==> config.mk <==
export PLATFORM = sky130hd
export DESIGN_NAME = sprite_animation_pool_flat
export DESIGN_NICKNAME = d
export VERILOG_FILES = /design/src/hw/rtl/sap_pkg.sv /design/src/hw/rtl/sap_in_if.sv /design/src/hw/rtl/sap_out_if.sv /design/src/hw/rtl/sap_cfg_if.sv /design/src/hw/rtl/sap_ram.sv /design/src/hw/rtl/sap_div.sv /design/src/hw/rtl/sap_datapath.sv /design/src/hw/rtl/sap_ctrl.sv /design/src/hw/rtl/sprite_animation_pool.sv /design/src/flat_wrapper.sv
export VERILOG_INCLUDE_DIRS = /design/src /design/src/hw/rtl
export SDC_FILE = /design/constraint.sdc
export NUM_CORES = 1
export LEC_CHECK = 0
export ABC_AREA = 1
export BUFFER_PORTS_ARGS = -buffer_cell sky130_fd_sc_hd__buf_2
export CORE_ASPECT_RATIO = 0.9
export CORE_MARGIN = 5
export CORE_UTILIZATION = 45
export DETAILED_ROUTE_END_ITERATION = 6
export GPL_TIMING_DRIVEN = 0
export PLACE_DENSITY_LB_ADDON = 0.08
export SLEW_MARGIN = 20
export SYNTH_ARGS = -nofsm -noshare
export SYNTH_HDL_FRONTEND = slang
export SYNTH_SLANG_ARGS = --single-unit
export TNS_END_PERCENT = 20
==> constraint.sdc <==
create_clock -name clk -period 9.1 [get_ports clk]
set_input_delay 2.73 -clock clk [delete_from_list [all_inputs] [get_ports clk]]
set_output_delay 2.73 -clock clk [all_outputs]
set_load 0.02 [all_outputs]
==> src/hw/rtl/sprite_animation_pool_macros.svh <==
// Assertion macros for the sprite animation pool.
// Each macro expects clk and rst_n in the scope where it is used.
`ifndef SPRITE_ANIMATION_POOL_MACROS_SVH
`define SPRITE_ANIMATION_POOL_MACROS_SVH

// The consequence must hold in the same cycle as the antecedent.
`define SAP_ASSERT_NOW(lbl, ante, cons, msg) \
  lbl: assert property (@(posedge clk) disable iff (!rst_n) (ante) |-> (cons)) \
    else $error(msg);

// The consequence must hold in the cycle after the antecedent.
`define SAP_ASSERT_NEXT(lbl, ante, cons, msg) \
  lbl: assert property (@(posedge clk) disable iff (!rst_n) (ante) |=> (cons)) \
    else $error(msg);

`endif

==> src/hw/rtl/sap_pkg.sv <==
// Shared types, widths and codes of the sprite animation pool.
// No dependencies; every file of the block but sap_ram and the macros header imports this package.
`default_nettype none

package sap_pkg;

  localparam int POOL_SIZE  = 16;
  localparam int ADDR_W     = (POOL_SIZE > 1) ? $clog2(POOL_SIZE) : 1;

  localparam int ACTION_W   = 2;
  localparam int SLOT_W     = 4;
  localparam int DIM_W      = 8;
  localparam int FRAME_W    = 8;
  localparam int TIME_W     = 20;
  localparam int WANT_W     = 16;
  localparam int STATUS_W   = 2;
  localparam int CFG_IDX_W  = 4;
  localparam int CFG_DATA_W = 20;

  // Whole periods in one advance fit one bit more than a time value.
  localparam int STEPS_W    = TIME_W + 1;
  localparam int DVD_W      = STEPS_W + 1;
  localparam int DVS_W      = TIME_W;
  localparam int DIV_CNT_W  = $clog2(DVD_W + 1);

  localparam logic [TIME_W-1:0] PERIOD_RST = TIME_W'(125000);

  localparam logic [CFG_IDX_W-1:0] REG_FRAME_PERIOD = CFG_IDX_W'(0);
  localparam logic [CFG_IDX_W-1:0] REG_DEFAULT_MODE = CFG_IDX_W'(1);

  typedef enum logic [ACTION_W-1:0] {
    ACT_CREATE    = 2'd0,
    ACT_ADVANCE   = 2'd1,
    ACT_SET_FRAME = 2'd2,
    ACT_UNKNOWN   = 2'd3
  } action_t;

  typedef enum logic [STATUS_W-1:0] {
    ST_DONE     = 2'd0,
    ST_FULL     = 2'd1,
    ST_BAD_SLOT = 2'd2,
    ST_IGNORED  = 2'd3
  } status_t;

  // Mode 3 can be configured: time still drains but the frame never moves.
  typedef enum logic [1:0] {
    MODE_ONCE     = 2'd0,
    MODE_LOOP     = 2'd1,
    MODE_PINGPONG = 2'd2,
    MODE_STILL    = 2'd3
  } mode_t;

  typedef enum logic [1:0] {
    REC_RAM       = 2'd0,
    REC_CREATE    = 2'd1,
    REC_SET_FRAME = 2'd2
  } rec_src_t;

  typedef enum logic [1:0] {
    RES_BLANK  = 2'd0,
    RES_SLOT   = 2'd1,
    RES_RECORD = 2'd2
  } res_kind_t;

  typedef struct packed {
    logic               sheet;
    mode_t              mode;
    logic               fin;
    logic               fwd;
    logic [TIME_W-1:0]  accum;
    logic [FRAME_W-1:0] total;
    logic [FRAME_W-1:0] frame;
  } slot_rec_t;

  localparam int REC_W = $bits(slot_rec_t);

  typedef struct packed {
    logic      latch_item;
    logic      rd_en;
    logic      load_rec;
    rec_src_t  rec_src;
    logic      set_active;
    logic      div_start;
    logic      div_second;
    logic      take_div1;
    logic      apply_direct;
    logic      apply_div2;
    logic      wr_en;
    logic      out_load;
    status_t   res_status;
    res_kind_t res_kind;
  } sap_cmd_t;

  typedef struct packed {
    logic in_valid;
    logic is_create;
    logic pool_full;
    logic is_unknown;
    logic slot_bad;
    logic is_advance;
    logic adv_skip;
    logic total_zero;
    logic need_div2;
    logic div_busy;
    logic div_done;
    logic out_free;
  } sap_stat_t;

endpackage

`default_nettype wire

==> src/hw/rtl/sap_in_if.sv <==
// Request channel into the sprite animation pool.
// Depends on sap_pkg for the field widths.
`default_nettype none

interface sap_in_if;
  import sap_pkg::*;

  logic                      valid;
  logic                      ready;
  logic [ACTION_W-1:0]       action;
  logic [SLOT_W-1:0]         slot;
  logic                      sheet_valid;
  logic [DIM_W-1:0]          sheet_cols;
  logic [DIM_W-1:0]          sheet_rows;
  logic [TIME_W-1:0]         elapsed_us;
  logic signed [WANT_W-1:0]  wanted_frame;

  modport source (
    output valid, action, slot, sheet_valid, sheet_cols, sheet_rows, elapsed_us,
           wanted_frame,
    input  ready
  );

  modport sink (
    input  valid, action, slot, sheet_valid, sheet_cols, sheet_rows, elapsed_us,
           wanted_frame,
    output ready
  );
endinterface

`default_nettype wire

==> src/hw/rtl/sap_out_if.sv <==
// Result channel out of the sprite animation pool.
// Depends on sap_pkg for the field widths.
`default_nettype none

interface sap_out_if;
  import sap_pkg::*;

  logic                valid;
  logic                ready;
  logic [STATUS_W-1:0] status;
  logic [SLOT_W-1:0]   slot_out;
  logic [FRAME_W-1:0]  frame_out;
  logic                finished_out;

  modport source (
    output valid, status, slot_out, frame_out, finished_out,
    input  ready
  );

  modport sink (
    input  valid, status, slot_out, frame_out, finished_out,
    output ready
  );
endinterface

`default_nettype wire

==> src/hw/rtl/sap_cfg_if.sv <==
// Configuration write channel of the sprite animation pool.
// Depends on sap_pkg for the index and data widths.
`default_nettype none

interface sap_cfg_if;
  import sap_pkg::*;

  logic                  valid;
  logic                  ready;
  logic [CFG_IDX_W-1:0]  reg_index;
  logic [CFG_DATA_W-1:0] wdata;

  modport source (
    output valid, reg_index, wdata,
    input  ready
  );

  modport sink (
    input  valid, reg_index, wdata,
    output ready
  );
endinterface

`default_nettype wire

==> src/hw/rtl/sap_ram.sv <==
// Generic single-port-write, single-port-read RAM with a registered read.
// No dependencies.
`default_nettype none

module sap_ram #(
  parameter int WIDTH = 8,
  parameter int DEPTH = 16,
  parameter int AW    = (DEPTH > 1) ? $clog2(DEPTH) : 1
) (
  input  logic             clk,
  input  logic             we,
  input  logic [AW-1:0]    waddr,
  input  logic [WIDTH-1:0] wdata,
  input  logic             re,
  input  logic [AW-1:0]    raddr,
  output logic [WIDTH-1:0] rdata
);

  logic [WIDTH-1:0] mem_r [DEPTH];
  logic [WIDTH-1:0] rdata_r;

  always_ff @(posedge clk) begin
    if (we) begin
      mem_r[waddr] <= wdata;
    end
    if (re) begin
      rdata_r <= mem_r[raddr];
    end
  end

  assign rdata = rdata_r;

endmodule

`default_nettype wire

==> src/hw/rtl/sap_div.sv <==
// Restoring divider, one quotient bit per cycle, shared by both divisions.
// Depends on sap_pkg for the operand widths.
`default_nettype none

module sap_div (
  input  logic                     clk,
  input  logic                     rst_n,
  input  logic                     start,
  input  logic [sap_pkg::DVD_W-1:0] dividend,
  input  logic [sap_pkg::DVS_W-1:0] divisor,
  output logic                     busy,
  output logic                     done,
  output logic [sap_pkg::DVD_W-1:0] quotient,
  output logic [sap_pkg::DVS_W-1:0] remainder
);
  import sap_pkg::*;

  logic                 busy_r, busy_nxt;
  logic                 done_r, done_nxt;
  logic [DIV_CNT_W-1:0] cnt_r, cnt_nxt;
  logic [DVD_W-1:0]     quo_r, quo_nxt;
  logic [DVS_W-1:0]     rem_r, rem_nxt;
  logic [DVS_W-1:0]     dvs_r, dvs_nxt;
  logic [DVS_W:0]       trial;
  logic                 fits;

  // The partial remainder stays below the divisor, so the trial is one bit wider.
  assign trial = {rem_r, quo_r[DVD_W-1]};
  assign fits  = (trial >= {1'b0, dvs_r});

  always_comb begin
    busy_nxt = busy_r;
    done_nxt = 1'b0;
    cnt_nxt  = cnt_r;
    quo_nxt  = quo_r;
    rem_nxt  = rem_r;
    dvs_nxt  = dvs_r;
    if (start) begin
      busy_nxt = 1'b1;
      cnt_nxt  = DIV_CNT_W'(DVD_W);
      quo_nxt  = dividend;
      rem_nxt  = '0;
      dvs_nxt  = divisor;
    end else if (busy_r) begin
      quo_nxt = {quo_r[DVD_W-2:0], fits};
      rem_nxt = fits ? DVS_W'(trial - {1'b0, dvs_r}) : trial[DVS_W-1:0];
      cnt_nxt = cnt_r - DIV_CNT_W'(1);
      if (cnt_r == DIV_CNT_W'(1)) begin
        busy_nxt = 1'b0;
        done_nxt = 1'b1;
      end
    end
  end

  always_ff @(posedge clk) begin
    if (!rst_n) begin
      busy_r <= 1'b0;
      done_r <= 1'b0;
      cnt_r  <= '0;
    end else begin
      busy_r <= busy_nxt;
      done_r <= done_nxt;
      cnt_r  <= cnt_nxt;
    end
    quo_r <= quo_nxt;
    rem_r <= rem_nxt;
    dvs_r <= dvs_nxt;
  end

  assign busy      = busy_r;
  assign done      = done_r;
  assign quotient  = quo_r;
  assign remainder = rem_r;

endmodule

`default_nettype wire

==> src/hw/rtl/sap_datapath.sv <==
// Datapath of the sprite animation pool: item and config registers, slot RAM,
// active bits, free-slot search, divider and the output register.
// Depends on sap_pkg, sap_ram and sap_div.
`default_nettype none

module sap_datapath (
  input  logic                           clk,
  input  logic                           rst_n,
  input  sap_pkg::sap_cmd_t              cmd,
  output sap_pkg::sap_stat_t             stat,
  input  logic                           in_valid,
  input  logic [sap_pkg::ACTION_W-1:0]   in_action,
  input  logic [sap_pkg::SLOT_W-1:0]     in_slot,
  input  logic                           in_sheet_valid,
  input  logic [sap_pkg::DIM_W-1:0]      in_sheet_cols,
  input  logic [sap_pkg::DIM_W-1:0]      in_sheet_rows,
  input  logic [sap_pkg::TIME_W-1:0]     in_elapsed_us,
  input  logic signed [sap_pkg::WANT_W-1:0] in_wanted_frame,
  input  logic                           cfg_we,
  input  logic [sap_pkg::CFG_IDX_W-1:0]  cfg_index,
  input  logic [sap_pkg::CFG_DATA_W-1:0] cfg_data,
  output logic                           out_valid,
  input  logic                           out_ready,
  output logic [sap_pkg::STATUS_W-1:0]   out_status,
  output logic [sap_pkg::SLOT_W-1:0]     out_slot,
  output logic [sap_pkg::FRAME_W-1:0]    out_frame,
  output logic                           out_finished
);
  import sap_pkg::*;

  // Configuration.
  logic [TIME_W-1:0] period_r;
  mode_t             mode_r;

  // Item registers.
  action_t                 action_r;
  logic [SLOT_W-1:0]       slot_r;
  logic [ADDR_W-1:0]       addr_r;
  logic                    full_r;
  logic                    slot_bad_r;
  logic                    sheet_valid_r;
  logic [DIM_W-1:0]        cols_r;
  logic [DIM_W-1:0]        rows_r;
  logic [TIME_W-1:0]       elapsed_r;
  logic signed [WANT_W-1:0] want_r;

  logic [POOL_SIZE-1:0] active_r;

  slot_rec_t          rec_r, rec_nxt;
  logic [STEPS_W-1:0] steps_r;

  logic                 out_valid_r;
  status_t              out_status_r;
  logic [SLOT_W-1:0]    out_slot_r;
  logic [FRAME_W-1:0]   out_frame_r;
  logic                 out_fin_r;

  logic [ADDR_W-1:0] free_idx;
  logic              free_found;
  logic [ADDR_W-1:0] in_addr;
  logic              in_range;

  logic [REC_W-1:0]   ram_rdata;
  slot_rec_t          rd_rec;
  slot_rec_t          create_rec;
  logic [2*DIM_W-1:0] prod;
  logic [FRAME_W-1:0] clamp_frame;

  logic [FRAME_W-1:0] total_m1;
  logic [FRAME_W-1:0] avail;
  logic [FRAME_W:0]   cyc;
  logic [FRAME_W:0]   phase;
  logic [FRAME_W:0]   q9;

  logic [DVD_W-1:0] div_dvd;
  logic [DVS_W-1:0] div_dvs;
  logic             div_busy, div_done;
  logic [DVD_W-1:0] div_quo;
  logic [DVS_W-1:0] div_rem;

  // Lowest free slot.
  always_comb begin
    free_idx   = '0;
    free_found = 1'b0;
    for (int i = POOL_SIZE - 1; i >= 0; i--) begin
      if (!active_r[i]) begin
        free_idx   = ADDR_W'(i);
        free_found = 1'b1;
      end
    end
  end

  assign in_addr  = ADDR_W'(in_slot);
  assign in_range = (32'(in_slot) < POOL_SIZE);

  always_ff @(posedge clk) begin
    if (!rst_n) begin
      period_r <= PERIOD_RST;
      mode_r   <= MODE_LOOP;
    end else if (cfg_we) begin
      unique case (cfg_index)
        REG_FRAME_PERIOD: period_r <= cfg_data[TIME_W-1:0];
        REG_DEFAULT_MODE: mode_r   <= mode_t'(cfg_data[1:0]);
        default: ;
      endcase
    end
  end

  always_ff @(posedge clk) begin
    if (cmd.latch_item) begin
      action_r      <= action_t'(in_action);
      full_r        <= !free_found;
      slot_bad_r    <= !in_range || !active_r[in_addr];
      sheet_valid_r <= in_sheet_valid;
      cols_r        <= in_sheet_cols;
      rows_r        <= in_sheet_rows;
      elapsed_r     <= in_elapsed_us;
      want_r        <= in_wanted_frame;
      if (action_t'(in_action) == ACT_CREATE) begin
        addr_r <= free_idx;
        slot_r <= SLOT_W'(free_idx);
      end else begin
        addr_r <= in_addr;
        slot_r <= in_slot;
      end
    end
  end

  always_ff @(posedge clk) begin
    if (!rst_n) begin
      active_r <= '0;
    end else if (cmd.set_active) begin
      active_r[addr_r] <= 1'b1;
    end
  end

  sap_ram #(
    .WIDTH (REC_W),
    .DEPTH (POOL_SIZE)
  ) u_ram (
    .clk   (clk),
    .we    (cmd.wr_en),
    .waddr (addr_r),
    .wdata (rec_r),
    .re    (cmd.rd_en),
    .raddr (addr_r),
    .rdata (ram_rdata)
  );

  assign rd_rec = ram_rdata;

  // New slot record.
  assign prod = (2*DIM_W)'(cols_r) * (2*DIM_W)'(rows_r);
  always_comb begin
    create_rec       = '0;
    create_rec.sheet = sheet_valid_r;
    create_rec.mode  = mode_r;
    create_rec.fwd   = 1'b1;
    create_rec.total = (|prod[2*DIM_W-1:FRAME_W]) ? '1 : prod[FRAME_W-1:0];
  end

  // Clamp of the requested frame into 0 .. total-1.
  always_comb begin
    if (want_r[WANT_W-1]) begin
      clamp_frame = '0;
    end else if (want_r[WANT_W-2:0] >= (WANT_W-1)'(rd_rec.total)) begin
      clamp_frame = rd_rec.total - FRAME_W'(1);
    end else begin
      clamp_frame = want_r[FRAME_W-1:0];
    end
  end

  // Frame stepping terms.
  assign total_m1 = rec_r.total - FRAME_W'(1);
  assign avail    = total_m1 - rec_r.frame;
  assign cyc      = {total_m1, 1'b0};
  assign phase    = rec_r.fwd ? {1'b0, rec_r.frame} : (cyc - {1'b0, rec_r.frame});
  assign q9       = div_rem[FRAME_W:0];

  always_comb begin
    if (cmd.div_second) begin
      if (rec_r.mode == MODE_LOOP) begin
        div_dvd = DVD_W'(rec_r.frame) + DVD_W'(steps_r);
        div_dvs = DVS_W'(rec_r.total);
      end else begin
        div_dvd = DVD_W'(phase) + DVD_W'(steps_r);
        div_dvs = DVS_W'(cyc);
      end
    end else begin
      div_dvd = DVD_W'({1'b0, rd_rec.accum} + {1'b0, elapsed_r});
      div_dvs = period_r;
    end
  end

  sap_div u_div (
    .clk       (clk),
    .rst_n     (rst_n),
    .start     (cmd.div_start),
    .dividend  (div_dvd),
    .divisor   (div_dvs),
    .busy      (div_busy),
    .done      (div_done),
    .quotient  (div_quo),
    .remainder (div_rem)
  );

  always_comb begin
    rec_nxt = rec_r;
    if (cmd.load_rec) begin
      case (cmd.rec_src)
        REC_CREATE: rec_nxt = create_rec;
        REC_SET_FRAME: begin
          rec_nxt       = rd_rec;
          rec_nxt.frame = clamp_frame;
          rec_nxt.accum = '0;
        end
        default: rec_nxt = rd_rec;
      endcase
    end else if (cmd.take_div1) begin
      rec_nxt.accum = div_rem;
    end else if (cmd.apply_direct) begin
      if ((steps_r != '0) && (rec_r.total != '0)) begin
        case (rec_r.mode)
          MODE_ONCE: begin
            if (steps_r > STEPS_W'(avail)) begin
              rec_nxt.frame = total_m1;
              rec_nxt.fin   = 1'b1;
            end else begin
              rec_nxt.frame = rec_r.frame + steps_r[FRAME_W-1:0];
            end
          end
          MODE_PINGPONG: begin
            // A single-frame ping-pong stays on frame zero.
            if (rec_r.total == FRAME_W'(1)) begin
              rec_nxt.frame = '0;
            end
          end
          default: ;
        endcase
      end
    end else if (cmd.apply_div2) begin
      if (rec_r.mode == MODE_LOOP) begin
        rec_nxt.frame = q9[FRAME_W-1:0];
      end else if (q9 <= {1'b0, total_m1}) begin
        rec_nxt.frame = q9[FRAME_W-1:0];
        rec_nxt.fwd   = 1'b1;
      end else begin
        rec_nxt.frame = FRAME_W'(cyc - q9);
        rec_nxt.fwd   = 1'b0;
      end
    end
  end

  always_ff @(posedge clk) begin
    rec_r <= rec_nxt;
    if (cmd.take_div1) begin
      steps_r <= div_quo[STEPS_W-1:0];
    end
  end

  // Output register.
  always_ff @(posedge clk) begin
    if (!rst_n) begin
      out_valid_r <= 1'b0;
    end else if (cmd.out_load) begin
      out_valid_r <= 1'b1;
    end else if (out_ready) begin
      out_valid_r <= 1'b0;
    end
    if (cmd.out_load) begin
      out_status_r <= cmd.res_status;
      case (cmd.res_kind)
        RES_SLOT: begin
          out_slot_r  <= slot_r;
          out_frame_r <= '0;
          out_fin_r   <= 1'b0;
        end
        RES_RECORD: begin
          out_slot_r  <= slot_r;
          out_frame_r <= rec_r.frame;
          out_fin_r   <= rec_r.fin;
        end
        default: begin
          out_slot_r  <= '0;
          out_frame_r <= '0;
          out_fin_r   <= 1'b0;
        end
      endcase
    end
  end

  assign out_valid    = out_valid_r;
  assign out_status   = out_status_r;
  assign out_slot     = out_slot_r;
  assign out_frame    = out_frame_r;
  assign out_finished = out_fin_r;

  always_comb begin
    stat            = '0;
    stat.in_valid   = in_valid;
    stat.is_create  = (action_r == ACT_CREATE);
    stat.pool_full  = full_r;
    stat.is_unknown = (action_r == ACT_UNKNOWN);
    stat.slot_bad   = slot_bad_r;
    stat.is_advance = (action_r == ACT_ADVANCE);
    stat.adv_skip   = !rd_rec.sheet || (period_r == '0) || rd_rec.fin;
    stat.total_zero = (rd_rec.total == '0);
    stat.need_div2  = (steps_r != '0) && (rec_r.total != '0) &&
                      ((rec_r.mode == MODE_LOOP) ||
                       ((rec_r.mode == MODE_PINGPONG) && (rec_r.total != FRAME_W'(1))));
    stat.div_busy   = div_busy;
    stat.div_done   = div_done;
    stat.out_free   = !out_valid_r || out_ready;
  end

endmodule

`default_nettype wire

==> src/hw/rtl/sap_ctrl.sv <==
// Controller state machine of the sprite animation pool.
// Depends on sap_pkg and the assertion macros header.
`default_nettype none
`include "sprite_animation_pool_macros.svh"

module sap_ctrl (
  input  logic               clk,
  input  logic               rst_n,
  input  sap_pkg::sap_stat_t stat,
  output sap_pkg::sap_cmd_t  cmd,
  output logic               in_ready
);
  import sap_pkg::*;

  typedef enum logic [7:0] {
    S_IDLE   = 8'b0000_0001,
    S_READ   = 8'b0000_0010,
    S_EVAL   = 8'b0000_0100,
    S_DIV1   = 8'b0000_1000,
    S_STEP   = 8'b0001_0000,
    S_DIV2   = 8'b0010_0000,
    S_WRITE  = 8'b0100_0000,
    S_RESULT = 8'b1000_0000
  } state_t;

  state_t    state_r, state_nxt;
  status_t   res_status_r, res_status_nxt;
  res_kind_t res_kind_r, res_kind_nxt;

  assign in_ready = (state_r == S_IDLE);

  always_comb begin
    state_nxt      = state_r;
    res_status_nxt = res_status_r;
    res_kind_nxt   = res_kind_r;
    cmd            = '0;
    cmd.rec_src    = REC_RAM;
    cmd.res_status = res_status_r;
    cmd.res_kind   = res_kind_r;
    unique case (state_r)
      S_IDLE: begin
        if (stat.in_valid) begin
          cmd.latch_item = 1'b1;
          state_nxt      = S_READ;
        end
      end
      S_READ: begin
        cmd.rd_en = 1'b1;
        state_nxt = S_EVAL;
      end
      S_EVAL: begin
        cmd.load_rec = 1'b1;
        if (stat.is_create) begin
          if (stat.pool_full) begin
            res_status_nxt = ST_FULL;
            res_kind_nxt   = RES_BLANK;
            state_nxt      = S_RESULT;
          end else begin
            cmd.rec_src    = REC_CREATE;
            cmd.set_active = 1'b1;
            res_status_nxt = ST_DONE;
            res_kind_nxt   = RES_RECORD;
            state_nxt      = S_WRITE;
          end
        end else if (stat.is_unknown) begin
          res_status_nxt = ST_IGNORED;
          res_kind_nxt   = RES_SLOT;
          state_nxt      = S_RESULT;
        end else if (stat.slot_bad) begin
          res_status_nxt = ST_BAD_SLOT;
          res_kind_nxt   = RES_SLOT;
          state_nxt      = S_RESULT;
        end else if (stat.is_advance) begin
          res_kind_nxt = RES_RECORD;
          if (stat.adv_skip) begin
            res_status_nxt = ST_IGNORED;
            state_nxt      = S_RESULT;
          end else begin
            cmd.div_start  = 1'b1;
            res_status_nxt = ST_DONE;
            state_nxt      = S_DIV1;
          end
        end else begin
          res_kind_nxt = RES_RECORD;
          if (stat.total_zero) begin
            res_status_nxt = ST_IGNORED;
            state_nxt      = S_RESULT;
          end else begin
            cmd.rec_src    = REC_SET_FRAME;
            res_status_nxt = ST_DONE;
            state_nxt      = S_WRITE;
          end
        end
      end
      S_DIV1: begin
        if (stat.div_done) begin
          cmd.take_div1 = 1'b1;
          state_nxt     = S_STEP;
        end
      end
      S_STEP: begin
        if (stat.need_div2) begin
          cmd.div_start  = 1'b1;
          cmd.div_second = 1'b1;
          state_nxt      = S_DIV2;
        end else begin
          cmd.apply_direct = 1'b1;
          state_nxt        = S_WRITE;
        end
      end
      S_DIV2: begin
        cmd.div_second = 1'b1;
        if (stat.div_done) begin
          cmd.apply_div2 = 1'b1;
          state_nxt      = S_WRITE;
        end
      end
      S_WRITE: begin
        cmd.wr_en = 1'b1;
        state_nxt = S_RESULT;
      end
      S_RESULT: begin
        if (stat.out_free) begin
          cmd.out_load = 1'b1;
          state_nxt    = S_IDLE;
        end
      end
      default: state_nxt = S_IDLE;
    endcase
  end

  always_ff @(posedge clk) begin
    if (!rst_n) begin
      state_r      <= S_IDLE;
      res_status_r <= ST_DONE;
      res_kind_r   <= RES_BLANK;
    end else begin
      state_r      <= state_nxt;
      res_status_r <= res_status_nxt;
      res_kind_r   <= res_kind_nxt;
    end
  end

  `SAP_ASSERT_NOW(a_div_start_idle, cmd.div_start, !stat.div_busy, "divider started while busy")
  `SAP_ASSERT_NOW(a_out_load_free, cmd.out_load, stat.out_free, "output register overwritten")
  `SAP_ASSERT_NEXT(a_one_item, cmd.latch_item, !in_ready, "second request taken during work")

endmodule

`default_nettype wire

==> src/hw/rtl/sprite_animation_pool.sv <==
// Top level of the sprite animation pool: controller plus datapath.
// Depends on sap_pkg, the channel interfaces, sap_ctrl and sap_datapath.
`default_nettype none

// The pool holds POOL_SIZE sprite animation slots and serves one request at a
// time. A create request takes the lowest free slot, an advance request adds
// elapsed microseconds and steps the frame once per whole frame period in
// once, loop or ping-pong mode, and a set-frame request clamps the frame and
// clears the slot's accumulated time. Every request gives exactly one result.
// Slot records live in a small RAM with a registered read; only the active
// bits are flip-flops, and reset clears them all together, so no clearing
// pass is needed. Every request is taken, read from the RAM and evaluated. A
// pool-full, bad-slot, unknown or ignored request then goes straight to its
// result, and a create or set-frame request writes its record back first. An
// advance whose frame needs no wrap (once mode, mode 3, a single-frame
// ping-pong, an empty sheet or no whole period) runs the shared restoring
// divider once, and one in loop or multi-frame ping-pong mode runs it twice,
// before it writes back. The divider retires one quotient bit per cycle over
// 22 bits, first for the time division by the frame period and then for the
// wrap of the frame counter. A result that finds the output register still
// occupied waits until the sink takes the earlier one. The next request is
// taken as soon as the result sits in the output register, even while the sink
// has not yet taken it. Configuration writes are accepted in every cycle and
// must only be issued while the pool is idle.

module sprite_animation_pool (
  input logic       clk,
  input logic       rst_n,
  sap_in_if.sink    in_ch,
  sap_out_if.source out_ch,
  sap_cfg_if.sink   cfg_ch
);
  import sap_pkg::*;

  sap_cmd_t  cmd;
  sap_stat_t stat;
  logic      in_ready;

  // The configuration registers take a write in any cycle.
  assign cfg_ch.ready = 1'b1;
  assign in_ch.ready  = in_ready;

  sap_ctrl u_ctrl (
    .clk      (clk),
    .rst_n    (rst_n),
    .stat     (stat),
    .cmd      (cmd),
    .in_ready (in_ready)
  );

  sap_datapath u_dp (
    .clk             (clk),
    .rst_n           (rst_n),
    .cmd             (cmd),
    .stat            (stat),
    .in_valid        (in_ch.valid),
    .in_action       (in_ch.action),
    .in_slot         (in_ch.slot),
    .in_sheet_valid  (in_ch.sheet_valid),
    .in_sheet_cols   (in_ch.sheet_cols),
    .in_sheet_rows   (in_ch.sheet_rows),
    .in_elapsed_us   (in_ch.elapsed_us),
    .in_wanted_frame (in_ch.wanted_frame),
    .cfg_we          (cfg_ch.valid),
    .cfg_index       (cfg_ch.reg_index),
    .cfg_data        (cfg_ch.wdata),
    .out_valid       (out_ch.valid),
    .out_ready       (out_ch.ready),
    .out_status      (out_ch.status),
    .out_slot        (out_ch.slot_out),
    .out_frame       (out_ch.frame_out),
    .out_finished    (out_ch.finished_out)
  );

endmodule

`default_nettype wire
==> src/flat_wrapper.sv <==
// flat-port wrapper written by rule: the top's interface ports become plain ports
module sprite_animation_pool_flat import sap_pkg::*;
  (clk, rst_n, in_ch_valid, in_ch_action, in_ch_slot, in_ch_sheet_valid, in_ch_sheet_cols, in_ch_sheet_rows, in_ch_elapsed_us, in_ch_wanted_frame, in_ch_ready, out_ch_valid, out_ch_status, out_ch_slot_out, out_ch_frame_out, out_ch_finished_out, out_ch_ready, cfg_ch_valid, cfg_ch_reg_index, cfg_ch_wdata, cfg_ch_ready);
  sap_in_if in_ch_i ();
  sap_out_if out_ch_i ();
  sap_cfg_if cfg_ch_i ();
  input logic clk;
  input logic rst_n;
  input wire logic [$bits(in_ch_i.valid)-1:0] in_ch_valid;
  input wire logic [$bits(in_ch_i.action)-1:0] in_ch_action;
  input wire logic [$bits(in_ch_i.slot)-1:0] in_ch_slot;
  input wire logic [$bits(in_ch_i.sheet_valid)-1:0] in_ch_sheet_valid;
  input wire logic [$bits(in_ch_i.sheet_cols)-1:0] in_ch_sheet_cols;
  input wire logic [$bits(in_ch_i.sheet_rows)-1:0] in_ch_sheet_rows;
  input wire logic [$bits(in_ch_i.elapsed_us)-1:0] in_ch_elapsed_us;
  input wire logic [$bits(in_ch_i.wanted_frame)-1:0] in_ch_wanted_frame;
  output wire logic [$bits(in_ch_i.ready)-1:0] in_ch_ready;
  output wire logic [$bits(out_ch_i.valid)-1:0] out_ch_valid;
  output wire logic [$bits(out_ch_i.status)-1:0] out_ch_status;
  output wire logic [$bits(out_ch_i.slot_out)-1:0] out_ch_slot_out;
  output wire logic [$bits(out_ch_i.frame_out)-1:0] out_ch_frame_out;
  output wire logic [$bits(out_ch_i.finished_out)-1:0] out_ch_finished_out;
  input wire logic [$bits(out_ch_i.ready)-1:0] out_ch_ready;
  input wire logic [$bits(cfg_ch_i.valid)-1:0] cfg_ch_valid;
  input wire logic [$bits(cfg_ch_i.reg_index)-1:0] cfg_ch_reg_index;
  input wire logic [$bits(cfg_ch_i.wdata)-1:0] cfg_ch_wdata;
  output wire logic [$bits(cfg_ch_i.ready)-1:0] cfg_ch_ready;
  assign in_ch_i.valid = in_ch_valid;
  assign in_ch_i.action = in_ch_action;
  assign in_ch_i.slot = in_ch_slot;
  assign in_ch_i.sheet_valid = in_ch_sheet_valid;
  assign in_ch_i.sheet_cols = in_ch_sheet_cols;
  assign in_ch_i.sheet_rows = in_ch_sheet_rows;
  assign in_ch_i.elapsed_us = in_ch_elapsed_us;
  assign in_ch_i.wanted_frame = in_ch_wanted_frame;
  assign in_ch_ready = in_ch_i.ready;
  assign out_ch_valid = out_ch_i.valid;
  assign out_ch_status = out_ch_i.status;
  assign out_ch_slot_out = out_ch_i.slot_out;
  assign out_ch_frame_out = out_ch_i.frame_out;
  assign out_ch_finished_out = out_ch_i.finished_out;
  assign out_ch_i.ready = out_ch_ready;
  assign cfg_ch_i.valid = cfg_ch_valid;
  assign cfg_ch_i.reg_index = cfg_ch_reg_index;
  assign cfg_ch_i.wdata = cfg_ch_wdata;
  assign cfg_ch_ready = cfg_ch_i.ready;
  sprite_animation_pool u_core (.clk(clk), .rst_n(rst_n), .in_ch(in_ch_i), .out_ch(out_ch_i), .cfg_ch(cfg_ch_i));
endmodule
==> results.txt, run 1 <==
The share of synthesized area in the top cell type comes to 60.3%. After detailed routing, the average wire length per cell comes to 25.1 µm. The least setup slack across all paths after layout is 2540 ps, and the post-synthesis cell type count is 55. The floorplan step set the die height to 306 µm. Area of the mapped netlist: 43700 µm². The run finished with clean final reports.

The number of global-route vias before repair came out at 29545. Data on the critical path arrives at its endpoint at 6880 ps. Sequential area share after synthesis: 63.9%. The number of max-cap violations came out at 0. Grouping stages by cell kind, the critical path spends the most delay in compound AO/OA/AOI/OAI gates.

The largest stage delay on the critical path is 1140 ps. Number of placed instances with taps included: 5246. The kind of path behind the tightest hold check is reg -> reg.

The power density normalized to cell area was 217 nW/µm². In this run the mean area of a mapped cell was 11.6 µm². In the synthesized netlist the async set-or-reset flop fraction comes to 0%.

Measured against its own limit, the worst slew margin works out to 18.2%. The logs give 136000 µm for the total wire length after detailed routing and 108 for the number of placement rows. For the net count reported at finish, the log shows 4357. Clock-pin slew was measured on the worst setup and hold paths at 60 ps.

The number of levels the H-tree was split into was 3; the source-to-sink clock delay at the later pin of the worst-skew pair was 700 ps. In this run, the number of DRC markers left after iteration 0 of detailed routing was 3476. Data on the critical path is required at its endpoint by 9420 ps. For the number of buffers inserted during clock tree synthesis, the log shows 98.

At the pin with the least slew margin, the transition time is 1230 ps. Counting every instance in the synthesized netlist gives 3777. Setup repair after global routing left no endpoint under its margin. Cells with a size suffix above 1 make up 11.0% of the layout. The final hold violation count was 0; the area of all placed cells without fillers was 50200 µm². Across every metal layer, demand over resource in global routing totals 25.7%. The worst setup skew after layout was 66.0 ps; the initial cell density of the core was 45.3%.

The core occupancy in the finished layout is 52.1%. TritonCTS built the clock tree. STA classifies the critical path endpoint as a register.

For this run, design rule violations remaining after detail routing come to 0. From synthesis to final layout, the design area changed by 15.0%. Final number of max-transition violations: 0. The fraction of the cycle the final worst path needs was 72.1%. Derived from the worst setup path, the maximum achievable clock frequency is 152 MHz. Buffer cell driving the clock tree root: sky130_fd_sc_hd__clkbuf_16. The detailed-route vias per instance came out at 5.69. By area the synthesized netlist is led by sky130_fd_sc_hd__edfxtp_1 60%, sky130_fd_sc_hd__nand2_1 5.7%, sky130_fd_sc_hd__a22oi_1 5.6%. The finished layout holds 5429 standard cells, fillers aside.

Traced cell by cell, the critical path runs through inv_1, ha_1, xnor2_1, inv_1, ha_1, a21oi_1, o21ai_0, nand2_1, nand2_1, a21oi_1, nor2_1, o21ai_0, nand2_1, xor2_1, ha_1, nand2_1, o211ai_1, nor2_1, nand2_1, nand2_1, o21ai_0. Count of state elements after synthesis: 955. The number of buffers and inverters on the critical path came out at 2. Post-CTS timing repair inserted 0 buffers for setup.

The final setup TNS was 0 ps; the post-DP HPWL was 99800 µm. The number of antenna violations at the first check in global routing came out at 5. By instance count, the cell type seen most on the critical path is sky130_fd_sc_hd__nand2_1.

The tools report the via count as 30910. The dominant cell type by area after synthesis was sky130_fd_sc_hd__edfxtp_1. The tools report the category of the worst setup path launch point as a register.

Global routing finished with a remaining overflow of 0. IR analysis of the VDD net gives a maximum drop of 147 µV. Once placement finished, the instance area stood at 46800 µm². The number of gates resized after CTS was 0.

For the final setup violation count, the log shows 0. The clock period could shrink to 6560 ps. No sink is reached through more buffers than the 3 on the longest clock path. The total area inside the core boundary comes to 96300 µm².

The congestion estimate from routability-driven global placement came to 0.907. The largest individual stage delay along the critical path comes from the cell sky130_fd_sc_hd__edfxtp_1. Summed over all cells, the static leakage comes to 18.9 nW. In this run the worst path has a maximum fanout of 22. The number of primary I/O pins came out at 106.

For the number of warnings reported in the yosys synthesis log, the log shows 0. The critical path start-end classification is reg -> reg. Entering global routing, the biggest net connects 31 pins.

The number of flops mapped to enable cells by yosys was 877; the clock net sink count was 955. The horizontal die dimension was 338 µm. The pre-antenna-repair detailed-routing pass consisted of 7 iterations. The most frequent cell after synthesis was sky130_fd_sc_hd__edfxtp_1. For this run, the leading register cell type out of synthesis is sky130_fd_sc_hd__edfxtp_1. In this run the tool buffered the top-level ports with 102 buffer cells. The residual antenna-violating net count after detailed routing is 0. The die covers 103000 µm². The first global-routing pass estimated 198000 µm of wire.

The design draws 10.9 mW. Synthesis produced a netlist with a net count of 4052. The run gives 449 ps as the worst hold margin.

For the number of hold buffers added after CTS, the log shows 0. Ranked by instance count, the synthesized netlist is headed by 877 x sky130_fd_sc_hd__edfxtp_1, 658 x sky130_fd_sc_hd__nand2_1, 372 x sky130_fd_sc_hd__inv_1. For the worst slack at placement, the log shows 2770 ps.
worst reg2reg max path, stage by stage (launching register included):
cell and delay, ps:
sky130_fd_sc_hd__edfxtp_1 1140, sky130_fd_sc_hd__inv_1 590, sky130_fd_sc_hd__ha_1 420, sky130_fd_sc_hd__xnor2_1 370, sky130_fd_sc_hd__inv_1 310, sky130_fd_sc_hd__ha_1 440, sky130_fd_sc_hd__a21oi_1 160, sky130_fd_sc_hd__o21ai_0 150
sky130_fd_sc_hd__nand2_1 90, sky130_fd_sc_hd__nand2_1 50, sky130_fd_sc_hd__a21oi_1 200, sky130_fd_sc_hd__nor2_1 60, sky130_fd_sc_hd__o21ai_0 150, sky130_fd_sc_hd__nand2_1 80, sky130_fd_sc_hd__xor2_1 150, sky130_fd_sc_hd__ha_1 320
sky130_fd_sc_hd__nand2_1 60, sky130_fd_sc_hd__o211ai_1 180, sky130_fd_sc_hd__nor2_1 60, sky130_fd_sc_hd__nand2_1 230, sky130_fd_sc_hd__nand2_1 360, sky130_fd_sc_hd__o21ai_0 680
path summary, 6_finish.rpt:
check	startpoint	endpoint	slack, ps	cells after the start
max reg2reg	u_core.u_dp.rec_r[8]$_DFFE_PN_	u_core.u_dp.rec_r[37]$_SDFFCE_PP1P_	2540	21
min reg2reg	u_core.u_dp.u_div.quotient[6]$_DFFE_PP_	u_core.u_dp.steps_r[6]$_DFFE_PP_	450	0
max	u_core.u_dp.rec_r[8]$_DFFE_PN_	u_core.u_dp.rec_r[37]$_SDFFCE_PP1P_	2540	21
min	u_core.u_dp.u_div.quotient[6]$_DFFE_PP_	u_core.u_dp.steps_r[6]$_DFFE_PP_	450	0
registers in the layout (all words and copies together), names as in the netlist, 16 cells and up:
signal,flops
u_core.u_dp.active_r,16
u_core.u_dp.elapsed_r,20
u_core.u_dp.period_r,20
u_core.u_dp.rec_r,41
u_core.u_dp.steps_r,21
u_core.u_dp.u_div.dvs_r,20
u_core.u_dp.u_div.quotient,22
u_core.u_dp.u_div.remainder,20
u_core.u_dp.u_ram.mem_r,656
u_core.u_dp.u_ram.rdata,41
u_core.u_dp.want_r,16
power breakdown:
part / internal [mW] / leakage, nW / switching, mW
Sequential: 4.82 / 8.49 / 0.0517
Combinational: 0.590 / 8.81 / 1.21
Clock: 2.46 / 1.63 / 1.76
cell usage in the layout, fill, tap and decap left out, types with 9 or more instances in the layout:
cell type,n
sky130_fd_sc_hd__clkbuf_16,99
sky130_fd_sc_hd__clkinv_2,15
sky130_fd_sc_hd__xor2_1,44
sky130_fd_sc_hd__a31oi_1,10
sky130_fd_sc_hd__nand3_1,155
sky130_fd_sc_hd__xnor2_1,27
sky130_fd_sc_hd__buf_2,141
sky130_fd_sc_hd__or4_1,41
sky130_fd_sc_hd__inv_1,371
sky130_fd_sc_hd__nand2_1,658
sky130_fd_sc_hd__clkinv_1,22
sky130_fd_sc_hd__nor3_1,30
sky130_fd_sc_hd__buf_1,12
sky130_fd_sc_hd__buf_4,87
sky130_fd_sc_hd__fa_1,43
sky130_fd_sc_hd__ha_1,144
sky130_fd_sc_hd__nor2_1,195
sky130_fd_sc_hd__nor2_2,9
sky130_fd_sc_hd__o211ai_1,18
sky130_fd_sc_hd__nor3_2,18
sky130_fd_sc_hd__a22oi_1,328
sky130_fd_sc_hd__inv_2,9
sky130_fd_sc_hd__nand4_1,56
sky130_fd_sc_hd__a21oi_1,292
sky130_fd_sc_hd__clkbuf_1,107
sky130_fd_sc_hd__o21bai_1,9
sky130_fd_sc_hd__edfxtp_1,877
sky130_fd_sc_hd__nand3b_1,11
sky130_fd_sc_hd__o21ai_0,124
sky130_fd_sc_hd__bufinv_16,16
sky130_fd_sc_hd__dfxtp_1,78
sky130_fd_sc_hd__buf_6,19
final cells by class:
type	instances	area [µm²]
fillers	8513	46100
flip-flops and latches	955	27900
multi-input cells	2284	13800
clock buffers	113	2530
well taps	1265	1580
repair buffers	205	1450
inverters	383	1440
clock inverters	68	851
plain buffers	155	688
diodes	1	2.50
layer usage:
layer | part of all wire, % | GRT usage (%) | routed length (µm)
met5 | 0 | 0 | 0
met4 | 2.6 | 6.93 | 3550
met3 | 7.4 | 4.35 | 10000
met2 | 44 | 38.7 | 59400
met1 | 46 | 38.7 | 63200
kinds of logic after synthesis:
kind of cell             after synthesis  synth area share (%)
AND/OR/NAND/NOR                     1203                  12.0
XOR/XNOR                              72                  1.46
other                                  1               0.00859
adder cells (fa/ha/maj)              187                  6.10
flip-flops                           955                  63.9
AO/OA/AOI/OAI                        821                  11.7
buffers and inverters                538                  4.87
Power figures use the tool's default switching activity.
==> run 2: changes to the inputs <==
--- a/config.mk
+++ b/config.mk
@@ -6,7 +6,7 @@
 export SDC_FILE = /design/constraint.sdc
 export NUM_CORES = 1
 export LEC_CHECK = 0
-export ABC_AREA = 1
+export ABC_AREA = 0
 export BUFFER_PORTS_ARGS = -buffer_cell sky130_fd_sc_hd__buf_2
 export CORE_ASPECT_RATIO = 0.9
 export CORE_MARGIN = 5
==> constraint.sdc (replaced) <==
create_clock -name clk -period 6.7 [get_ports clk]
set_input_delay 2.01 -clock clk [delete_from_list [all_inputs] [get_ports clk]]
set_output_delay 2.01 -clock clk [all_outputs]
set_load 0.02 [all_outputs]
==> results.txt, run 2 <==
Maximum fanout along the worst path: 21 (-4.5%). The tools report the pin count of the biggest net entering global routing as 52 (+68%). The mean instance size in the synthesized netlist came out at 15.4 µm² (+33%). The number of warnings reported in the yosys synthesis log is 0 (unchanged), and the cell internal power dissipation is 10.5 mW (+34%). The switching share of power came out at 24.0% (-3.7 points). The number of max-cap violations was 0 (unchanged). The number of primary I/O pins was 106 (unchanged); the post-synthesis cell type count was 92 (+67%). The net count after synthesis is 3088 (-24%), and the least setup slack across all paths after layout is 466 ps (-2070 ps). Horizontal die dimension: 337 µm (-0.29%). The worst IR drop on VDD was 213 µV (+44%); the number of global-route vias before repair was 26084 (-12%). The post-DP HPWL came out at 85400 µm (-14%).

The number of resized instances in the post-cts repair step came out at 0 (unchanged). For the number of remaining DRC errors, the log shows 5 (+5). The power share of the combinational group was 11.7% (-4.9 points). Setup repair after global routing left no endpoint under its margin. The fraction of power consumed by sequential logic was 47.4% (+2.7 points); the fraction of the cycle the final worst path needs was 93.0% (+21 points). The routed wire length per instance was 26.8 µm (+6.9%).

The area of all placed cells without fillers is 49800 µm² (-0.74%), and the global-route wire length before repair is 173000 µm (-13%). For the final setup violation count, the log shows 0 (unchanged). The tools report the antenna diode instance count as 0 (-1).

The number of buffers inserted during clock tree synthesis is 100 (+2.0%), and the floorplan die height is 305 µm (-0.28%). The tools report the worst setup skew after layout as 44.6 ps (-21.3 ps). The clock net sink count is 955 (unchanged), and the die area is 103000 µm² (-0.57%). The tools report the top achievable clock speed as 160 MHz (+5.2%). The final reports fail on DRC.

Number of buffers and inverters on the critical path: 2 (unchanged). The required time reported for the critical path endpoint is 7100 ps (-2320 ps), and the slew of the pin with the lowest slew margin is 1060 ps (-169 ps). The min-delay analysis places its worst path in the category reg -> reg. The flow ran to the end, but the final reports show violations. The tools report the area of the core as 96100 µm² (-0.28%). The ratio of cells with drive above 1 in the final layout was 18.7% (+7.7 points). The logs give 3331 (-24%) for the net count reported at finish and 420 ps (-29.4 ps) for the worst hold margin. DRC violation total after the first TritonRoute iteration: 2310 (-34%). The final hold violation count is 0 (unchanged).

In the layout the commonest cells are 877 x sky130_fd_sc_hd__edfxtp_1, 210 x sky130_fd_sc_hd__mux4_2, 208 x sky130_fd_sc_hd__nand2_1. For the residual antenna-violating net count after detailed routing, the log shows 0 (unchanged). Leaving out fill and tap cells, the most frequent cell in the layout is sky130_fd_sc_hd__edfxtp_1. The weighted congestion reported at the end of routability-driven placement came out at 0.888 (-2.2%). The count of state elements after synthesis was 955 (unchanged); the number of antenna violations at the first check in global routing was 5 (unchanged).

The category of the worst setup path launch point was a register. Primary flip-flop cell chosen by synthesis mapping: sky130_fd_sc_hd__edfxtp_1. The tools report the buffer count from post-CTS setup fixing as 0 (unchanged). The detailed-route vias per instance was 5.75 (+1.0%). Counting flops per register, the top entry is u_core.u_dp.u_ram.mem_r.

The logs give 23.0% (-2.7 points) for the overall routing resource usage and 0 (unchanged) for the final number of max-transition violations. For the number of levels the H-tree was split into, the log shows 3 (unchanged). The number of hold buffers added after CTS is 0 (unchanged).

Cell repeated most along the worst path: sky130_fd_sc_hd__a21oi_1. The synthesized netlist cell count is 2813 (-26%). The tools report the remaining global-route overflow as 0 (unchanged). The layout overhead on the synthesized area was 14.8%. The library cell contributing the largest single delay on the critical path is sky130_fd_sc_hd__edfxtp_1.

The run gives 25336 (-18%) as the via count. Power density normalized to cell area: 278 nW/µm² (+28%). The initial cell density of the core is 45.2% (-0.14 points), and the number of flops mapped to enable cells by yosys is 877 (unchanged). Ranked by total cell area, the synthesized netlist is headed by sky130_fd_sc_hd__edfxtp_1 61%, sky130_fd_sc_hd__mux4_2 11%, sky130_fd_sc_hd__ha_1 4.1%.

The critical path start-end classification is reg -> reg. The tools report the worst slack at placement as 485 ps (-2290 ps). The tightest slew margin relative to the limit was 29.3% (+11 points). The dominant delay contributor by cell family on the critical path was compound AO/OA/AOI/OAI gates. Length of the first detailed-routing pass in iterations: 7 (unchanged).

Counting instances in the post-synthesis netlist gives the leading cell types as 877 x sky130_fd_sc_hd__edfxtp_1, 210 x sky130_fd_sc_hd__mux4_2, 208 x sky130_fd_sc_hd__nand2_1. The clock-pin slew of the registers on the worst-case setup and hold paths came out at 60 ps (about the same). The total wire length after detailed routing is 118000 µm (-13%), and the filler cell count in the final layout is 7915 (-7.0%). The number of buffers added on ports came out at 102 (unchanged). Of all cell types, the one taking the most synthesized area is sky130_fd_sc_hd__edfxtp_1. The fraction of post-synthesis cell area in the top cell type by area was 60.6% (+0.36 points). Share of total power in the clock network: 40.9% (+2.1 points).

The endpoint kind of the worst setup timing path is a register. The number of flip-flops under the largest register name works out to 656 (unchanged). The tools report the source-to-sink clock delay at the later pin of the worst-skew pair as 690 ps (about the same).

The sequential area share after synthesis is 64.2% (+0.38 points). The worst path arrival time is 6630 ps (-250 ps), and the power dissipated by switching net loads is 3.33 mW (+10%). TritonCTS built the clock tree. The area of the mapped netlist is 43400 µm² (-0.59%), and the instance area at placement is 46400 µm² (-0.80%). Buffer cell driving the clock tree root: sky130_fd_sc_hd__clkbuf_16. The largest stage delay on the critical path is 880 ps (-260 ps).

The number of buffers between clock root and the deepest sink was 3 (unchanged); the post-route minimum period was 6230 ps (-326 ps). The static leakage power came out at 17.0 nW (-10%). The run gives 108 (unchanged) as the number of placement rows.

The most common cell in the synthesized netlist is sky130_fd_sc_hd__edfxtp_1. The share of synthesized flip-flops with an asynchronous set or reset is 0% (unchanged). Walking the worst path, the cells encountered are inv_1, ha_1, xnor2_1, inv_1, ha_1, a21boi_0, o21ai_0, nand2b_1, a21o_1, a21oi_1, xor2_1, o21ai_0, ha_1, a21o_1, a21oi_1, nor2_1, a21oi_1, nor2b_1, xnor2_1, nor2_1, a21oi_1, a21oi_1.
-- run 2: cell types whose count changed after synthesis, sizes merged, moves of 40 or more --
cell   before  now
inv       382  152
and2        3   61
a21oi     292  153
nand4      59   19
a22oi     328    7
nand2     663  209
nand3     155   44
mux4        0  210
nor2      209  131
-- run 2: logic make-up after synthesis --
group / synth area share, %
buffers and inverters: 2.36
and+or+nand+nor: 7.31
muxes: 11.4
DFF: 64.2
xor gates and xnor gates: 1.86
AOI/OAI and AO/OA: 6.66
adders and majority gates: 6.13
other: 0.00864
-- run 2: cell type report --
type / instances / area (µm²) / share of cell area (%)
inverter: 154 / 581 / 1.16
timing repair buffer: 141 / 1300 / 2.61
clock buffer: 128 / 2710 / 5.44
buffer: 101 / 455 / 0.914
multi-input combinational: 1603 / 14600 / 29.4
sequential: 955 / 27900 / 56.0
clock inverter: 57 / 674 / 1.35
tap: 1265 / 1580 / 3.18
-- run 2: worst paths after layout --
| check | slack, ps | end | startpoint | depth (start not counted) |
|---|---|---|---|---|
| max | 470 | u_core.u_dp.u_div.quotient[19]$_DFFE_PP_ | u_core.u_dp.rec_r[8]$_DFFE_PN_ | 22 |
| max reg2reg | 470 | u_core.u_dp.u_div.quotient[19]$_DFFE_PP_ | u_core.u_dp.rec_r[8]$_DFFE_PN_ | 22 |
| min reg2reg | 420 | u_core.u_dp.steps_r[18]$_DFFE_PP_ | u_core.u_dp.u_div.quotient[18]$_DFFE_PP_ | 0 |
| min | 420 | u_core.u_dp.steps_r[18]$_DFFE_PP_ | u_core.u_dp.u_div.quotient[18]$_DFFE_PP_ | 0 |
-- run 2: power groups by stage --
| stage | Sequential (mW) | Clock, mW | Combinational [mW] |
|---|---|---|---|
| floorplan | 6.66 | 0 | 1.18 |
| global placement | 6.70 | 0 | 1.57 |
| detailed placement | 6.69 | 0 | 1.62 |
| CTS | 6.57 | 5.79 | 1.63 |
| global route | 6.57 | 6.05 | 1.82 |
| finish | 6.57 | 5.68 | 1.63 |
-- run 2: layer usage --
metal  routed length, µm  up-vias  global-route usage [%]
li1                    -    11352                       -
met1               51000    12962                    32.4
met2               54800      833                    36.1
met3                8770      187                    5.45
met4                3500        2                    6.49
met5                  13        -                       0
-- run 2: stage by stage --
| stage | power, mW | util [%] | instances | setup TNS (ps) |
|---|---|---|---|---|
| floorplan | 7.84 | - | 2813 | 0 |
| finish | 13.9 | 51.9 | 4404 | 0 |
| global placement | 8.27 | 47.4 | 4180 | -145490 |
| detailed placement | 8.31 | 48.3 | 4218 | 0 |
| CTS | 14.0 | 51.9 | 4403 | 0 |
| global route | 14.4 | 51.9 | 4404 | 0 |
==> run 3: changes to the inputs <==
--- a/config.mk
+++ b/config.mk
@@ -8,6 +8,8 @@
 export LEC_CHECK = 0
 export ABC_AREA = 0
 export BUFFER_PORTS_ARGS = -buffer_cell sky130_fd_sc_hd__buf_2
+export CELL_PAD_IN_SITES_DETAIL_PLACEMENT = 0
+export CELL_PAD_IN_SITES_GLOBAL_PLACEMENT = 1
 export CORE_ASPECT_RATIO = 0.9
 export CORE_MARGIN = 5
 export CORE_UTILIZATION = 45
==> results.txt, run 3 (synthesized netlist as in run 2, its figures left out) <==
The post-route minimum period came out at 6110 ps (-120 ps). The length of the first detailed-routing pass in iterations is 6 (-1), and the die area is 103000 µm² (unchanged). The number of buffers between clock root and the deepest sink came out at 3 (unchanged). The net count reported at finish was 3340 (+0.27%). The logs give 86800 µm (+1.6%) for the post-DP HPWL and 0 ps (unchanged) for the final setup TNS. The number of max-cap violations is 0 (unchanged).

The tools report the cell internal power dissipation as 10.5 mW (-0.39%). The final number of max-transition violations was 0 (unchanged); the number of hold buffers added after CTS was 0 (unchanged). The residual antenna-violating net count after detailed routing came out at 0 (unchanged). The worst hold path begins at u_core.u_dp.u_div.quotient[17]$_DFFE_PP_.

The number of cells on the worst reg-to-reg path works out to 22 (unchanged). The leading cell type in the layout, fill and taps excluded was sky130_fd_sc_hd__edfxtp_1. The DRC violation total after the first TritonRoute iteration came out at 2527 (+9.4%). The detailed-route vias per instance was 5.79 (+0.64%); the number of flip-flops under the largest register name was 656 (unchanged).

The number of global-route vias before repair was 25912 (-0.66%); the tightest slew margin relative to the limit was 27.0% (-2.3 points). The largest individual stage delay along the critical path comes from the cell sky130_fd_sc_hd__edfxtp_1. The number of primary I/O pins was 106 (unchanged). Slew of the pin with the lowest slew margin: 1090 ps (+37.2 ps). For the via count, the log shows 25533 (+0.78%). Setup repair after global routing left no endpoint under its margin. The global-route wire length before repair is 174000 µm (+0.84%). The tools report the initial cell density of the core as 45.2% (unchanged). STA classifies the critical path endpoint as a register. The switching share of power was 24.2% (+0.16 points).

The setup slack of the most critical reg-to-reg path is 590 ps (+120 ps). The worst register-to-register path begins at u_core.u_dp.rec_r[8]$_DFFE_PN_. The number of remaining DRC errors is 0 (-5). TritonCTS built the clock tree. For the top achievable clock speed, the log shows 164 MHz (+2.0%). In this run the clock root is driven by a sky130_fd_sc_hd__clkbuf_16. Ranked by flip-flop count, first place goes to u_core.u_dp.u_ram.mem_r.

The signal on the critical path passes through inv_1, ha_1, xnor2_1, inv_1, ha_1, a21boi_0, o21ai_0, nand2b_1, a21o_1, a21oi_1, xor2_1, o21ai_0, ha_1, a21o_1, a21oi_1, nor2_1, a21oi_1, nor2b_1, xnor2_1, o21ai_1, a21oi_1, nor2_1. The share of total power in the clock network came out at 40.7% (-0.2 points). The number of placement rows is 108 (unchanged).

By instance count, the cell type seen most on the critical path is sky130_fd_sc_hd__a21oi_1. The worst setup skew after layout is 32.8 ps (-11.8 ps). The ratio of cells with drive above 1 in the final layout works out to 19.2% (+0.50 points). The run finished with clean final reports. For the fraction of power consumed by sequential logic, the log shows 47.5% (about the same).

The number of levels the H-tree was split into is 3 (unchanged). Buffer count from post-CTS setup fixing: 0 (unchanged). The total wire length after detailed routing was 119000 µm (+1.2%); the total power draw was 13.8 mW (-0.18%). The endpoint identified for the worst register-to-register timing path is u_core.u_dp.u_div.quotient[17]$_DFFE_PP_. The filler cell count in the final layout was 7853 (-0.78%). The worst setup path is launched from a register.

The routed wire length per instance was 27.1 µm (+1.1%). The path class of the tightest hold or removal check is reg -> reg. The area of the core was 96100 µm² (unchanged). The least setup slack across all paths after layout is 587 ps (+120 ps), and the power dissipated by switching net loads is 3.35 mW (+0.49%). In the layout the commonest cells are 877 x sky130_fd_sc_hd__edfxtp_1, 210 x sky130_fd_sc_hd__mux4_2, 207 x sky130_fd_sc_hd__nand2_1.

The number of buffers inserted during clock tree synthesis was 99 (-1.0%). The static leakage power is 17.1 nW (+0.58%), and the largest stage delay on the critical path is 900 ps (+20 ps). The logs give 955 (unchanged) for the clock net sink count and 4410 (+0.14%) for the non-filler instance count after layout. The power density normalized to cell area is 277 nW/µm² (-0.67%), and the maximum fanout along the worst path is 21 (unchanged). The layout overhead on the synthesized area came out at 15.3%. The final setup violation count was 0 (unchanged); the worst hold path cell count was 0 (unchanged). The weighted congestion reported at the end of routability-driven placement is 0.911 (+2.6%), and the worst slack at placement is 608 ps (+123 ps). The worst path arrival time is 6520 ps (-110 ps). The floorplan die height was 305 µm (unchanged); the antenna diode instance count was 0 (unchanged). Power share of the combinational group: 11.8% (about the same). The logs give 4228 (+0.24%) for the number of placed instances with taps included and 0 (unchanged) for the remaining global-route overflow. The tools report the number of resized instances in the post-cts repair step as 0 (unchanged). The horizontal die dimension is 337 µm (unchanged), and the final hold violation count is 0 (unchanged).

Number of antenna violations at the first check in global routing: 9 (+4). The worst hold path terminates at u_core.u_dp.steps_r[17]$_DFFE_PP_. The overall routing resource usage was 23.2% (+0.18 points). The pin count of the biggest net entering global routing came out at 49 (-5.8%).

The worst IR drop on VDD came out at 211 µV (-0.48%). The critical path is of the reg -> reg type. The fraction of the cycle the final worst path needs works out to 91.2% (-1.8 points). Number of buffers added on ports: 102 (unchanged). The required time reported for the critical path endpoint was 7110 ps (about the same).

For the source-to-sink clock delay at the later pin of the worst-skew pair, the log shows 680 ps (about the same). The clock-pin slew of the registers on the worst-case setup and hold paths came out at 70 ps (about the same).
run 3: changes by cell type in the layout (fill, tap and decap cells not counted), moves of 3 or more:
cell / change
sky130_fd_sc_hd__buf_16: +15
sky130_fd_sc_hd__buf_12: -7
sky130_fd_sc_hd__clkbuf_1: -11
sky130_fd_sc_hd__clkbuf_16: -3
sky130_fd_sc_hd__clkinvlp_4: +5
run 3: power groups by stage:
| stage | Sequential [mW] | Combinational (mW) | Clock (mW) |
|---|---|---|---|
| floorplan | 6.66 | 1.18 | 0 |
| global placement | 6.70 | 1.59 | 0 |
| detailed placement | 6.70 | 1.63 | 0 |
| CTS | 6.57 | 1.65 | 5.77 |
| global route | 6.57 | 1.82 | 6.01 |
| finish | 6.57 | 1.64 | 5.64 |
run 3: final cells by class:
type / count / area (µm²) / share of cell area [%]
buffer: 101 / 457 / 0.912
timing repair buffer: 151 / 1600 / 3.19
multi-input combinational: 1603 / 14600 / 29.2
inverter: 154 / 581 / 1.16
clock inverter: 66 / 733 / 1.46
sequential: 955 / 27900 / 55.7
clock buffer: 115 / 2600 / 5.19
tap: 1265 / 1580 / 3.16
run 3: worst max-delay path, delay by kind of cell (launching register included):
family | cells | cell delay [ps]
flip-flops | 1 | 900
buffers and inverters | 2 | 720
XOR/XNOR | 3 | 740
AND/OR/NAND/NOR | 4 | 360
adder cells (fa/ha/maj) | 3 | 1180
AO/OA/AOI/OAI | 10 | 1940
run 3: how the worst max path moves through the flow:
stage                                          endpoint  depth (start not counted)                             startpoint
3_5_place_dp   u_core.u_dp.u_div.quotient[19]$_DFFE_PP_                         22         u_core.u_dp.rec_r[8]$_DFFE_PN_
3_3_place_gp      u_core.u_ctrl.state_r[6]$_SDFFE_PN0P_                          6  u_core.u_ctrl.state_r[7]$_SDFFE_PN0P_
5_1_grt        u_core.u_dp.u_div.quotient[19]$_DFFE_PP_                         22         u_core.u_dp.rec_r[8]$_DFFE_PN_
4_1_cts        u_core.u_dp.u_div.quotient[17]$_DFFE_PP_                         22         u_core.u_dp.rec_r[8]$_DFFE_PN_
6_report       u_core.u_dp.u_div.quotient[17]$_DFFE_PP_                         22         u_core.u_dp.rec_r[8]$_DFFE_PN_
2_1_floorplan     u_core.u_ctrl.state_r[6]$_SDFFE_PN0P_                          6  u_core.u_ctrl.state_r[7]$_SDFFE_PN0P_
run 3: per-stage QoR:
stage                     hold slack (ps)  cell area [µm²]  util (%)
after floorplan                       408            43400         -
after global placement                421            45500      47.4
after detailed placement              419            46700      48.6
after CTS                             412            50100      52.1
after global routing                  428            50100      52.1
final                                 427            50100      52.1
run 3: layer usage:
layer	part of all wire [%]	up-vias	track usage (%)
met4	2.7	0	6.10
met3	7.2	183	4.66
li1	-	11365	-
met5	0	-	0
met1	44	13115	33.5
met2	46	870	36.3
